### src/design/acrms_pkg.sv
// Shared types and constants for the AC current RMS meter.
// Used by acrms_ctrl, acrms_dp and ac_current_rms_meter; depends on nothing.
package acrms_pkg;

    // Configuration register map (word index of the byte address).
    localparam int REG_IDX_W = 3;
    localparam int ADDR_W    = 5;
    localparam logic [REG_IDX_W-1:0] REG_CALIB   = 3'd0;
    localparam logic [REG_IDX_W-1:0] REG_MEASURE = 3'd1;
    localparam logic [REG_IDX_W-1:0] REG_WEIGHT  = 3'd2;
    localparam logic [REG_IDX_W-1:0] REG_GAIN    = 3'd3;
    localparam logic [REG_IDX_W-1:0] REG_NOISE   = 3'd4;

    // Fixed field widths.
    localparam int CFG_W    = 16;
    localparam int WEIGHT_W = 9;
    localparam int IRMS_W   = 17;
    localparam logic [WEIGHT_W-1:0] WEIGHT_ONE = 9'd256;
    localparam logic [IRMS_W-1:0]   IRMS_MAX   = 17'h1FFFF;

    // End-of-window arithmetic: 64-bit mean, 32-bit root.
    localparam int MEAN_W     = 64;
    localparam int ROOT_W     = 32;
    localparam int DIV_STEPS  = 64;
    localparam int SQRT_STEPS = 32;
    localparam int ITER_W     = 6;
    localparam logic [ITER_W-1:0] DIV_LAST  = ITER_W'(DIV_STEPS - 1);
    localparam logic [ITER_W-1:0] SQRT_LAST = ITER_W'(SQRT_STEPS - 1);

    typedef enum logic [3:0] {
        S_IDLE,
        S_FILT,
        S_SQ,
        S_ACC,
        S_DINIT,
        S_DIV,
        S_SQRT,
        S_MUL,
        S_OUT
    } t_state;

    // Commands from the controller to the datapath.
    typedef struct packed {
        logic take;
        logic filt;
        logic square;
        logic accum;
        logic div_init;
        logic div_step;
        logic sqrt_step;
        logic scale;
        logic finish;
    } t_cmd;

    // Status from the datapath to the controller.
    typedef struct packed {
        logic phase_measure;
        logic last;
        logic out_busy;
    } t_stat;

endpackage

### src/design/acrms_ctrl.sv
// Sequencer of the AC current RMS meter: per-sample steps and end-of-window steps.
// Depends on acrms_pkg for the state type and the command/status structs.
module acrms_ctrl
    import acrms_pkg::*;
(
    input  logic  i_clk,
    input  logic  i_rst_n,
    input  logic  i_sample_valid,
    output logic  o_sample_ready,
    input  t_stat i_stat,
    output t_cmd  o_cmd
);

    t_state              r_state, n_state;
    logic [ITER_W-1:0]   r_cnt, n_cnt;
    logic                accept;

    assign accept = i_sample_valid && o_sample_ready;

    // State and iteration counter registers.
    always_ff @(posedge i_clk) begin
        if (!i_rst_n) begin
            r_state <= S_IDLE;
            r_cnt   <= '0;
        end else begin
            r_state <= n_state;
            r_cnt   <= n_cnt;
        end
    end

    // Next state.
    always_comb begin
        n_state = r_state;
        n_cnt   = r_cnt;
        case (r_state)
            S_IDLE: begin
                if (accept && i_stat.phase_measure) n_state = S_FILT;
            end
            S_FILT:  n_state = S_SQ;
            S_SQ:    n_state = S_ACC;
            S_ACC:   n_state = i_stat.last ? S_DINIT : S_IDLE;
            S_DINIT: begin
                n_state = S_DIV;
                n_cnt   = '0;
            end
            S_DIV: begin
                n_cnt = r_cnt + 1'b1;
                if (r_cnt == DIV_LAST) begin
                    n_state = S_SQRT;
                    n_cnt   = '0;
                end
            end
            S_SQRT: begin
                n_cnt = r_cnt + 1'b1;
                if (r_cnt == SQRT_LAST) begin
                    n_state = S_MUL;
                    n_cnt   = '0;
                end
            end
            S_MUL:   n_state = S_OUT;
            S_OUT: begin
                if (!i_stat.out_busy) n_state = S_IDLE;
            end
            default: n_state = S_IDLE;
        endcase
    end

    // Commands.
    always_comb begin
        o_cmd          = '0;
        o_sample_ready = 1'b0;
        case (r_state)
            S_IDLE: begin
                o_sample_ready = 1'b1;
                o_cmd.take     = accept;
            end
            S_FILT:  o_cmd.filt      = 1'b1;
            S_SQ:    o_cmd.square    = 1'b1;
            S_ACC:   o_cmd.accum     = 1'b1;
            S_DINIT: o_cmd.div_init  = 1'b1;
            S_DIV:   o_cmd.div_step  = 1'b1;
            S_SQRT:  o_cmd.sqrt_step = 1'b1;
            S_MUL:   o_cmd.scale     = 1'b1;
            S_OUT:   o_cmd.finish    = !i_stat.out_busy;
            default: o_cmd = '0;
        endcase
    end

    // The divider runs exactly its step count before the root starts.
    a_div_to_sqrt: assert property (@(posedge i_clk) disable iff (!i_rst_n)
        (r_state == S_DIV && r_cnt == DIV_LAST) |=> (r_state == S_SQRT))
        else $error("divider did not hand over to the square root");

    // At most one datapath command is active in a cycle.
    a_cmd_onehot: assert property (@(posedge i_clk) disable iff (!i_rst_n)
        $onehot0(o_cmd))
        else $error("more than one datapath command active");

    // A measurement sample always runs through the filter next.
    a_take_filt: assert property (@(posedge i_clk) disable iff (!i_rst_n)
        (o_cmd.take && i_stat.phase_measure) |=> (r_state == S_FILT))
        else $error("measurement sample skipped the filter");

endmodule

### src/design/acrms_dp.sv
// Datapath of the AC current RMS meter: min/max, filter, square sum, divider,
// square root, scaling and the result register. Depends on acrms_pkg.
module acrms_dp
    import acrms_pkg::*;
#(
    parameter int SAMPLE_BITS = 10,
    parameter int COUNT_BITS  = 16
) (
    input  logic                   i_clk,
    input  logic                   i_rst_n,
    input  logic [SAMPLE_BITS-1:0] i_sample,
    input  t_cmd                   i_cmd,
    input  logic [COUNT_BITS-1:0]  i_calib_count,
    input  logic [COUNT_BITS-1:0]  i_measure_count,
    input  logic [WEIGHT_W-1:0]    i_weight_new,
    input  logic [CFG_W-1:0]       i_gain_q8,
    input  logic [CFG_W-1:0]       i_noise_ma,
    output t_stat                  o_stat,
    output logic                   o_result_valid,
    input  logic                   i_result_ready,
    output logic [IRMS_W-1:0]      o_irms_ma,
    output logic [SAMPLE_BITS:0]   o_midpoint_sum
);

    localparam int S      = SAMPLE_BITS;
    localparam int C_W    = S + 3;
    localparam int DIFF_W = S + 11;
    localparam int FILT_W = S + 10;
    localparam int ACC_W  = S + 21;
    localparam int SQ_W   = 2 * FILT_W - 1;
    localparam int SUM_RAW = SQ_W + COUNT_BITS;
    localparam int SUM_W  = (SUM_RAW > MEAN_W) ? SUM_RAW : MEAN_W + 1;
    localparam int N_W    = COUNT_BITS + 1;
    localparam int REM_W  = N_W + 1;
    localparam int SREM_W = ROOT_W + 2;
    localparam int STRY_W = ROOT_W + 3;
    localparam int MA_W   = ROOT_W + CFG_W;

    logic                        r_phase;
    logic [COUNT_BITS-1:0]       r_count;
    logic [S:0]                  r_min;
    logic [S-1:0]                r_max;
    logic signed [FILT_W-1:0]    r_filt;
    logic [SUM_W-1:0]            r_sum;
    logic                        r_last;
    logic [N_W-1:0]              r_n;
    logic signed [DIFF_W-1:0]    r_diff;
    logic [SQ_W-1:0]             r_sq;
    logic [MEAN_W-1:0]           r_dvd;
    logic [N_W-1:0]              r_rem;
    logic [SREM_W-1:0]           r_srem;
    logic [ROOT_W-1:0]           r_root;
    logic [MA_W-1:0]             r_ma;
    logic                        r_out_valid;
    logic [IRMS_W-1:0]           r_irms;
    logic [S:0]                  r_mid;

    logic [S:0]                  mid;
    logic [N_W-1:0]              next_cnt;
    logic [N_W-1:0]              calib_lim, meas_lim;
    logic signed [C_W-1:0]       centred;
    logic signed [DIFF_W-1:0]    diff;
    logic [WEIGHT_W-1:0]         w_clamp;
    logic signed [ACC_W-1:0]     acc;
    logic signed [2*FILT_W-1:0]  sq_full;
    logic [REM_W-1:0]            rem_sh;
    logic [REM_W-1:0]            rem_sub;
    logic [STRY_W-1:0]           srem_sh, strial;
    logic [MA_W-CFG_W-1:0]       ma_top;
    logic [IRMS_W-1:0]           irms;

    assign o_stat.phase_measure = r_phase;
    assign o_stat.last          = r_last;
    assign o_stat.out_busy      = r_out_valid && !i_result_ready;
    assign o_result_valid       = r_out_valid;
    assign o_irms_ma            = r_irms;
    assign o_midpoint_sum       = r_mid;

    // Sample count and phase limits; a zero count acts as one.
    assign mid       = r_min + {1'b0, r_max};
    assign next_cnt  = {1'b0, r_count} + 1'b1;
    assign calib_lim = (i_calib_count == '0) ? N_W'(1) : {1'b0, i_calib_count};
    assign meas_lim  = (i_measure_count == '0) ? N_W'(1) : {1'b0, i_measure_count};

    // Centred sample in half counts, Q8, minus the filter state.
    assign centred = $signed({2'b00, i_sample, 1'b0}) - $signed({2'b00, mid});
    assign diff    = $signed({centred, 8'd0}) - DIFF_W'(r_filt);

    // Filter: f + w*(c - f), rounded half up.
    assign w_clamp = (i_weight_new > WEIGHT_ONE) ? WEIGHT_ONE : i_weight_new;
    assign acc = $signed({1'b0, w_clamp}) * r_diff
               + $signed({(ACC_W-8)'(r_filt), 8'd0})
               + ACC_W'(128);
    assign sq_full = r_filt * r_filt;

    // One restoring divider step.
    assign rem_sh  = {r_rem, r_dvd[MEAN_W-1]};
    assign rem_sub = rem_sh - {1'b0, r_n};

    // One square root step on two bits of the mean; the remainder's top bit
    // is always clear.
    assign srem_sh = {r_srem[SREM_W-2:0], r_dvd[MEAN_W-1 -: 2]};
    assign strial  = {1'b0, r_root, 2'b01};

    // Scaling, noise floor and saturation.
    assign ma_top = r_ma[MA_W-1:CFG_W];
    always_comb begin
        if (ma_top <= {{(MA_W-2*CFG_W){1'b0}}, i_noise_ma}) begin
            irms = '0;
        end else if (ma_top > {{(MA_W-CFG_W-IRMS_W){1'b0}}, IRMS_MAX}) begin
            irms = IRMS_MAX;
        end else begin
            irms = ma_top[IRMS_W-1:0];
        end
    end

    // Window state: phase, counter, min/max, filter and sum.
    always_ff @(posedge i_clk) begin
        if (!i_rst_n || i_cmd.finish) begin
            r_phase <= 1'b0;
            r_count <= '0;
            r_min   <= {1'b1, {S{1'b0}}};
            r_max   <= '0;
            r_filt  <= '0;
            r_sum   <= '0;
            r_last  <= 1'b0;
        end else begin
            if (i_cmd.take && !r_phase) begin
                if (i_sample > r_max) r_max <= i_sample;
                if ({1'b0, i_sample} < r_min) r_min <= {1'b0, i_sample};
                if (next_cnt >= calib_lim) begin
                    r_phase <= 1'b1;
                    r_count <= '0;
                end else begin
                    r_count <= next_cnt[COUNT_BITS-1:0];
                end
            end
            if (i_cmd.take && r_phase) begin
                r_count <= next_cnt[COUNT_BITS-1:0];
                r_last  <= (next_cnt >= meas_lim);
            end
            if (i_cmd.filt) r_filt <= acc[FILT_W+7:8];
            if (i_cmd.accum) r_sum <= r_sum + SUM_W'(r_sq);
        end
    end

    // Working registers of the per-sample and end-of-window arithmetic.
    always_ff @(posedge i_clk) begin
        if (i_cmd.take && r_phase) begin
            r_diff <= diff;
            r_n    <= next_cnt;
        end
        if (i_cmd.square) r_sq <= sq_full[SQ_W-1:0];
        if (i_cmd.div_init) begin
            r_dvd  <= (|r_sum[SUM_W-1:MEAN_W]) ? '1 : r_sum[MEAN_W-1:0];
            r_rem  <= '0;
            r_srem <= '0;
            r_root <= '0;
        end
        if (i_cmd.div_step) begin
            if (!rem_sub[REM_W-1]) begin
                r_rem <= rem_sub[N_W-1:0];
                r_dvd <= {r_dvd[MEAN_W-2:0], 1'b1};
            end else begin
                r_rem <= rem_sh[N_W-1:0];
                r_dvd <= {r_dvd[MEAN_W-2:0], 1'b0};
            end
        end
        if (i_cmd.sqrt_step) begin
            r_dvd <= {r_dvd[MEAN_W-3:0], 2'b00};
            if (srem_sh >= strial) begin
                r_srem <= SREM_W'(srem_sh - strial);
                r_root <= {r_root[ROOT_W-2:0], 1'b1};
            end else begin
                r_srem <= srem_sh[SREM_W-1:0];
                r_root <= {r_root[ROOT_W-2:0], 1'b0};
            end
        end
        if (i_cmd.scale) r_ma <= r_root * i_gain_q8;
        if (i_cmd.finish) begin
            r_irms <= irms;
            r_mid  <= mid;
        end
    end

    // Result request handshake.
    always_ff @(posedge i_clk) begin
        if (!i_rst_n) begin
            r_out_valid <= 1'b0;
        end else if (i_cmd.finish) begin
            r_out_valid <= 1'b1;
        end else if (i_result_ready) begin
            r_out_valid <= 1'b0;
        end
    end

    // The divider remainder stays below the divisor.
    a_rem_bound: assert property (@(posedge i_clk) disable iff (!i_rst_n)
        i_cmd.div_step |=> (r_rem < r_n))
        else $error("divider remainder not below divisor");

    // A finished window restarts in the calibration phase with a valid result.
    a_restart: assert property (@(posedge i_clk) disable iff (!i_rst_n)
        i_cmd.finish |=> (!r_phase && r_out_valid && r_sum == '0))
        else $error("window did not restart after a result");

endmodule

### src/design/ac_current_rms_meter.sv
// Top level of the AC current RMS meter: configuration registers and the
// controller/datapath pair. Depends on acrms_pkg, acrms_ctrl and acrms_dp.
//
// The meter takes one ADC sample per request. A calibration-phase sample is
// taken directly on acceptance. A measurement-phase sample runs through
// capture, filter multiply, square and accumulate before the next one is
// accepted. The last sample of a window adds the bit-serial divider, the
// digit-by-digit square root and scaling. A finished result waits in its own
// register, so the next window's samples are accepted while it is still
// pending.
module ac_current_rms_meter
    import acrms_pkg::*;
#(
    parameter int SAMPLE_BITS = 10,
    parameter int COUNT_BITS  = 16
) (
    input  logic                   i_clk,
    input  logic                   i_rst_n,
    input  logic                   i_sample_valid,
    output logic                   o_sample_ready,
    input  logic [SAMPLE_BITS-1:0] i_sample,
    output logic                   o_result_valid,
    input  logic                   i_result_ready,
    output logic [IRMS_W-1:0]      o_irms_ma,
    output logic [SAMPLE_BITS:0]   o_midpoint_sum,
    input  logic                   psel,
    input  logic                   penable,
    input  logic                   pwrite,
    input  logic [ADDR_W-1:0]      paddr,
    input  logic [31:0]            pwdata,
    output logic [31:0]            prdata,
    output logic                   pready
);

    logic [COUNT_BITS-1:0] r_calib_count;
    logic [COUNT_BITS-1:0] r_measure_count;
    logic [WEIGHT_W-1:0]   r_weight_new;
    logic [CFG_W-1:0]      r_gain_q8;
    logic [CFG_W-1:0]      r_noise_ma;
    logic [REG_IDX_W-1:0]  reg_idx;
    logic                  wr_en;
    t_cmd                  cmd;
    t_stat                 stat;

    assign pready  = 1'b1;
    assign reg_idx = paddr[ADDR_W-1:2];
    assign wr_en   = psel && penable && pwrite;

    // Configuration register writes.
    always_ff @(posedge i_clk) begin
        if (!i_rst_n) begin
            r_calib_count   <= COUNT_BITS'(285);
            r_measure_count <= COUNT_BITS'(312);
            r_weight_new    <= WEIGHT_W'(205);
            r_gain_q8       <= CFG_W'(9920);
            r_noise_ma      <= CFG_W'(80);
        end else if (wr_en) begin
            case (reg_idx)
                REG_CALIB:   r_calib_count   <= COUNT_BITS'(pwdata[CFG_W-1:0]);
                REG_MEASURE: r_measure_count <= COUNT_BITS'(pwdata[CFG_W-1:0]);
                REG_WEIGHT:  r_weight_new    <= pwdata[WEIGHT_W-1:0];
                REG_GAIN:    r_gain_q8       <= pwdata[CFG_W-1:0];
                REG_NOISE:   r_noise_ma      <= pwdata[CFG_W-1:0];
                default: ;
            endcase
        end
    end

    // Register read-back.
    always_comb begin
        case (reg_idx)
            REG_CALIB:   prdata = 32'(r_calib_count);
            REG_MEASURE: prdata = 32'(r_measure_count);
            REG_WEIGHT:  prdata = 32'(r_weight_new);
            REG_GAIN:    prdata = 32'(r_gain_q8);
            REG_NOISE:   prdata = 32'(r_noise_ma);
            default:     prdata = '0;
        endcase
    end

    acrms_ctrl u_ctrl (
        .i_clk          (i_clk),
        .i_rst_n        (i_rst_n),
        .i_sample_valid (i_sample_valid),
        .o_sample_ready (o_sample_ready),
        .i_stat         (stat),
        .o_cmd          (cmd)
    );

    acrms_dp #(
        .SAMPLE_BITS (SAMPLE_BITS),
        .COUNT_BITS  (COUNT_BITS)
    ) u_dp (
        .i_clk           (i_clk),
        .i_rst_n         (i_rst_n),
        .i_sample        (i_sample),
        .i_cmd           (cmd),
        .i_calib_count   (r_calib_count),
        .i_measure_count (r_measure_count),
        .i_weight_new    (r_weight_new),
        .i_gain_q8       (r_gain_q8),
        .i_noise_ma      (r_noise_ma),
        .o_stat          (stat),
        .o_result_valid  (o_result_valid),
        .i_result_ready  (i_result_ready),
        .o_irms_ma       (o_irms_ma),
        .o_midpoint_sum  (o_midpoint_sum)
    );

endmodule

### config.mk
export PLATFORM = sky130hd
export DESIGN_NAME = ac_current_rms_meter
export DESIGN_NICKNAME = d
export VERILOG_FILES = /design/src/design/acrms_pkg.sv /design/src/design/acrms_ctrl.sv /design/src/design/acrms_dp.sv /design/src/design/ac_current_rms_meter.sv
export SDC_FILE = /design/constraint.sdc
export NUM_CORES = 2
export LEC_CHECK = 0
export BUFFER_PORTS_ARGS = -buffer_cell sky130_fd_sc_hd__buf_2
export CAP_MARGIN = 20
export CORE_UTILIZATION = 51
export CTS_CLUSTER_SIZE = 28
export DETAILED_ROUTE_END_ITERATION = 10
export GPL_TIMING_DRIVEN = 0
export PLACE_DENSITY = 0.67
export RECOVER_POWER = 100
export SYNTH_ARGS = -nofsm -noshare
export SYNTH_HDL_FRONTEND = slang
export SYNTH_HIERARCHICAL = 1
export SYNTH_SLANG_ARGS = --single-unit
### constraint.sdc
create_clock -name i_clk -period 9.44 [get_ports i_clk]
set_input_delay 0.944 -clock i_clk [delete_from_list [all_inputs] [get_ports i_clk]]
set_output_delay 0.944 -clock i_clk [all_outputs]
set_load 0.02 [all_outputs]
# Word-level counts from Yosys, hierarchy flattened
# Index checks and enable logic that the tools add are counted.
dict set report totals {
  regBits 507
  inputBits 54
  elab_cells 139
}
dict set report classes {
  n_addsub 10
  multipliers 3
  magnitude_cmp 8
  eq_ne 18
  muxes 43
  n_reduce_logical 31
}
# cell n
set op_table {}
lappend op_table {{64-bit 2-to-1 mux} 4}
lappend op_table {{33-bit 2-to-1 mux} 3}
lappend op_table {{16-bit 2-to-1 mux} 5}
lappend op_table {{16-bit case mux with 5 select lines} 1}
lappend op_table {{17-bit 2-to-1 mux} 4}
lappend op_table {{65-bit by 39-bit adder with 65-bit output} 1}
lappend op_table {{32-bit 2-to-1 mux} 2}
lappend op_table {{32-bit by 16-bit multiplier with 48-bit output} 1}
lappend op_table {{20-bit by 20-bit multiplier with 39-bit output} 1}
lappend op_table {{4-bit case mux with 9 select lines} 1}
lappend op_table {{35-bit by 34-bit >= comparator with 1-bit output} 1}
lappend op_table {{17-bit >= comparator} 2}
lappend op_table {{33-bit subtractor} 1}
lappend op_table {{32-bit by 17-bit > comparator with 1-bit output, second input constant} 1}
lappend op_table {{32-bit by 16-bit <= comparator with 1-bit output} 1}
lappend op_table {{16-bit logical NOT} 2}
lappend op_table {{28-bit adder} 1}
lappend op_table {{28-bit by 9-bit adder with 28-bit output, second input constant} 1}
lappend op_table {{10-bit by 21-bit multiplier with 28-bit output} 1}
lappend op_table {{20-bit by 20-bit subtractor with 21-bit output} 1}
lappend op_table {{6-bit case mux with 3 select lines} 1}
lappend op_table {{18-bit by 17-bit subtractor with 18-bit output} 1}
lappend op_table {{16-bit by 1-bit adder with 17-bit output, second input constant} 1}
lappend op_table {{4-bit by 3-bit equality test with 1-bit output, second input constant} 4}
lappend op_table {{other kinds (30)} 71}

# Depth between registers and ports, before layout
dict set report depth {
  word_depth 7
  mapped_depth 29
  mapped_depth_nobuf 28
}

# Cells and area by module
# The synthesis kept the hierarchy.
# mod n_inst cells_per_inst area_each_um2 seq_area_each_um2
set modules_own_cells {}
lappend modules_own_cells {acrms_dp 1 6436 58717.6 10950.5}
lappend modules_own_cells {ac_current_rms_meter 1 379 3562.2 1461.4}
lappend modules_own_cells {acrms_ctrl 1 89 688.2 200.2}

# Least setup slack after synthesis
# OpenSTA, ideal clock, no wires.
dict set report synth_path {
  path_kind {reg-to-reg}
  from {register u_dp.r_filt[19]}
  to {register u_dp.r_sq[38], data pin}
  setup_ns 0.260
  t_arrival_ns 7.355
  t_required_ns 9.180
  slack_ns 1.825
  path_stages_with_launch 25
  n_path_buf 2
  period_less_slack_ns 7.615
  path_cell_list {dfxtp_1 inv_1 clkbuf_1 buf_1 nor2_1 fa_1 fa_1 inv_1 fa_1 inv_1 fa_1 fa_1 fa_1 inv_1 fa_1 inv_1 ha_1 a211o_1 a21oi_1 o21ai_0 nor4_2 nor4_1 a2111o_1 a21oi_2 xnor2_1}
}
dict set report synth_between {
  elab_chain_cells 1
}
# element line_no
set synth_lines {}
lappend synth_lines {{from (decl)} acrms_dp.sv:43} ;# logic signed [FILT_W-1:0] r_filt;
lappend synth_lines {{from (signal assigned)} acrms_dp.sv:142} ;# if (i_cmd.filt) r_filt <= acc[FILT_W+7:8];
lappend synth_lines {{20-bit by 20-bit multiplier with 39-bit output} acrms_dp.sv:94} ;# assign sq_full = r_filt * r_filt;
lappend synth_lines {{named net u_dp.sq_full[38]} acrms_dp.sv:65} ;# logic signed [2*FILT_W-1:0] sq_full;
lappend synth_lines {{to (signal assigned)} acrms_dp.sv:153} ;# if (i_cmd.square) r_sq <= sq_full[SQ_W-1:0];
lappend synth_lines {{to (decl)} acrms_dp.sv:48} ;# logic [SQ_W-1:0] r_sq;
# The timed path passes the listed nets, and every way through them passes these cells.
# A chain may end at the register's enable or synchronous reset.

# Final worst setup path
dict set report layout_path {
  from {register u_dp.r_filt[13]}
  to {register u_dp.r_sq[34], data pin}
}
# The elaborated chain is that of the path after synthesis.

==> results.sh <==
export IMPL_hold_viol=0
export IMPL_ys_flop_type="edfxtp_1"
export IMPL_leakagePower_nw=32.19
export IMPL_fin_crit_sh=0.9644
export IMPL_grt_overflow=0
export IMPL_core_area_mm2=0.1222
export IMPL_max_freq_mhz=109.8
export IMPL_multi_input_area_mm2=0.04388
export IMPL_yosys_warnings=6
export IMPL_worst_ep_arrival_time_ns=9.52
export IMPL_hp_class="register to register"
export IMPL_holdBufCountCts=0
export IMPL_area_growth_pct=6.748
export IMPL_power_internal_mw=4.229
export IMPL_critPathLaunchType="register"
export IMPL_synth_avg_cell_area_um2=9.120
export IMPL_grt_pass1_vias=50550
export IMPL_tightest_slew_ns=4.618
export IMPL_synth_cells=6904
export IMPL_clk_pin_slew_ns=0.07
export IMPL_setup_tns_ns=0
export IMPL_endpoint="u_dp/r_sq[34]$_DFFE_PP_"
export IMPL_cts_buffers=56
export IMPL_clk_path_buf_depth=3
export IMPL_crit_required_ns=9.86
export IMPL_worstRegToRegCells=25
export IMPL_peakVddDrop_mv=0.1441
export IMPL_drv_cap=6
export IMPL_clock_sinks=490
export IMPL_rr_startpoint="u_dp/r_filt[13]$_SDFFE_PP0P_"
export IMPL_synth_distinct_cells=112
export IMPL_postRouteAntennaNets=0
export IMPL_io_pin_count=117
export IMPL_critPathMaxFanout=11
export IMPL_switching_share=0.3144
export IMPL_finClkSkew_ns=0.02596
export IMPL_clock_root_buffer="clkbuf_16"
export IMPL_totalPowerFinal_mw=6.168
export IMPL_fillers=11170
export IMPL_grt_pass1_wl_um=285400
export IMPL_fp_dieW_um=353.4
export IMPL_cts_tree="built"
export IMPL_finalSetupViolCount=0
export IMPL_violations="max-capacitance violations, max-slew violations"
export IMPL_drt_iter0_drc=4269
export IMPL_io_buffers=81
export IMPL_postCtsSetupRepairBufs=0
export IMPL_outcome="finished with violations"
export IMPL_relSlewSlack=-2.078
export IMPL_die_h_um=353.4
export IMPL_ctsResizeCount=0
export IMPL_start_util=0.5153
export IMPL_wire_per_inst_um=20.45
export IMPL_synth_edf_count=280
export IMPL_async_reset_ff_frac=0
export IMPL_r2r_setup_slack_ns=0.34
export IMPL_drive_gt1_frac=0.03301
export IMPL_min_period_ns=9.104
export IMPL_nets=8562
export IMPL_rsz0062_at_grt="no"
export IMPL_worst_setup_path_type="register to register"
export IMPL_die_area_mm2=0.1249
export IMPL_grt_max_degree=66
export IMPL_p_seq_frac=0.377
export IMPL_grt_use_total=0.2936
export IMPL_reg2reg_to="u_dp/r_sq[34]$_DFFE_PP_"
export IMPL_slew_viol_final=208
export IMPL_dr_total_vias=49090
export IMPL_synth_area_mm2=0.06297
export IMPL_antenna_found_initial=11
export IMPL_clockPowerShare=0.365
export IMPL_clkLatencyLatePin_ns=0.67
export IMPL_p_per_area_mw_per_mm2=91.76
export IMPL_wl_um=179100
export IMPL_comb_power_share=0.259
export IMPL_p_switching_mw=1.939
export IMPL_register_area_mm2=0.01261
export IMPL_hpwl_um=145500
export IMPL_drc=0
export IMPL_dr_pass1_iters=9
export IMPL_synth_seq_cells=490
export IMPL_ys_seq_area_frac=0.2003
export IMPL_worstHoldStart="u_dp/r_min[10]$_SDFFE_PP1P_"
export IMPL_endpoint_kind="register"
export IMPL_viasPerCell=5.607
export IMPL_fp_row_count=128
export IMPL_gp_congestion=0.9742
export IMPL_ctsHtreeMaxLevel=2
export IMPL_crit_start="u_dp/r_filt[13]$_SDFFE_PP0P_"
==> Yosys cell counts, types with 103 or more instances <==
cell      instances  area [um^2]
fa_1            960        19220
nor2_1          497         1866
mux2i_1         139         1391
xnor2_1         167         1463
and2_1          242         1514
inv_1          1336         5015
clkbuf_1        217        814.5
o21ai_0         169        845.8
nand2_1         890         3341
dfxtp_1         210         4204
a21oi_1         248         1241
edfxtp_1        280         8408
a21o_1          103        773.2
ha_1            476         5956
==> how the worst min path moves through the flow <==
stage / end / cells past startpoint
after floorplan: r_weight_new[4]$_SDFFE_PN0P_ / 2
after global placement: u_dp/r_min[10]$_SDFFE_PP1P_ / 2
after detailed placement: u_dp/r_min[10]$_SDFFE_PP1P_ / 2
after CTS: u_dp/r_min[10]$_SDFFE_PP1P_ / 2
after global routing: r_noise_ma[12]$_SDFFE_PN0P_ / 2
final: u_dp/r_min[10]$_SDFFE_PP1P_ / 2
==> state kept, by name, summed over array words and instances (netlist names), 20 cells and up <==
name and cells:
u_dp/r_sum 65, u_dp/r_dvd 64, u_dp/r_sq 38, u_dp/r_ma 32, u_dp/r_filt 20, u_dp/r_root 32, u_dp/r_srem 33, u_dp/r_diff 21
==> power groups by stage <==
| stage | sequential (mW) | clock [mW] | combinational [mW] |
|---|---|---|---|
| final | 2.32 | 2.25 | 1.59 |
| after global routing | 2.32 | 2.37 | 1.79 |
| after CTS | 2.32 | 2.30 | 1.59 |
| after detailed placement | 2.37 | 0 | 1.58 |
| after global placement | 2.37 | 0 | 1.54 |
| after floorplan | 2.36 | 0 | 1.15 |
==> metal layers <==
| metal | vias to the layer above | part of all wire | global-route usage |
|---|---|---|---|
| li1 | 22190 | - | - |
| met5 | - | 0.00035 | 0 |
| met4 | 10 | 0.037 | 0.09325 |
| met2 | 2070 | 0.45 | 0.4660 |
| met1 | 24410 | 0.42 | 0.4021 |
| met3 | 418 | 0.094 | 0.06155 |
==> cells by family (layout without fill, tap and decap cells) <==
family,after synthesis,in the layout,share of synthesized area
AOI/OAI and AO/OA,906,906,0.09405
xor gates and xnor gates,225,225,0.03130
adders and majority gates,1437,1437,0.4000
buffers and inverters,1659,1859,0.1024
DFF,490,490,0.2003
muxes,149,149,0.02388
other,2,27,0.0001193
and+or+nand+nor,2036,2036,0.1480
==> area by class of cell <==
cell class                 instances  share of cell area
clock inverter                    23            0.002606
timing repair buffer              95            0.006478
clock buffer                      82             0.02509
antenna                           10           0.0003723
multi-input combinational       4770              0.6528
inverter                        1349             0.07533
sequential                       490              0.1876
buffer                           310             0.01943
tap                             1625             0.03025
==> through the flow <==
| stage | instance area [um^2] | worst slack, ns | hold WS (ns) | utilization | cells |
|---|---|---|---|---|---|
| after global routing | 67190 | 0.06961 | 0.4977 | 0.5499 | 8744 |
| final | 67220 | 0.3358 | 0.4826 | 0.5501 | 8754 |
| after detailed placement | 65670 | 0.1325 | 0.4705 | 0.5374 | 8639 |
| after CTS | 67530 | 0.1160 | 0.4785 | 0.5526 | 8744 |
| after global placement | 65460 | -1.543 | 0.4646 | 0.5357 | 8625 |
| after floorplan | 63020 | 1.825 | 0.4407 | - | 6919 |
==> critical path, stage by stage, from the launching register on <==
cell       delay [ns]
dfxtp_1          0.35
clkbuf_2         0.25
inv_1            0.29
buf_1            0.71
nor2_1           0.14
fa_1             0.57
fa_1             0.53
inv_1            0.06
fa_1             0.47
inv_1            0.05
fa_1             0.51
fa_1             0.53
fa_1             0.54
inv_1            0.05
fa_1             0.52
inv_1            0.04
ha_1             0.35
nand4_1          0.33
nor2b_1          0.45
o2111ai_1        0.41
a21oi_1          0.48
nor4_2           0.13
or3b_2           0.52
nand2b_1         0.09
a21oi_1          0.08
xnor2_1          0.36
==> layout by cell type, fill, tap and decap left out, types with 103 or more instances in the layout <==
| cell | n |
|---|---|
| edfxtp_1 | 280 |
| clkbuf_1 | 305 |
| a21oi_1 | 253 |
| o21ai_0 | 176 |
| a21o_1 | 103 |
| dfxtp_1 | 210 |
| and2_1 | 237 |
| ha_1 | 476 |
| fa_1 | 959 |
| nor2_1 | 497 |
| nand2_1 | 892 |
| xnor2_1 | 167 |
| inv_1 | 1336 |
| mux2i_1 | 139 |
Note: power is estimated with default switching activity, not from simulation.
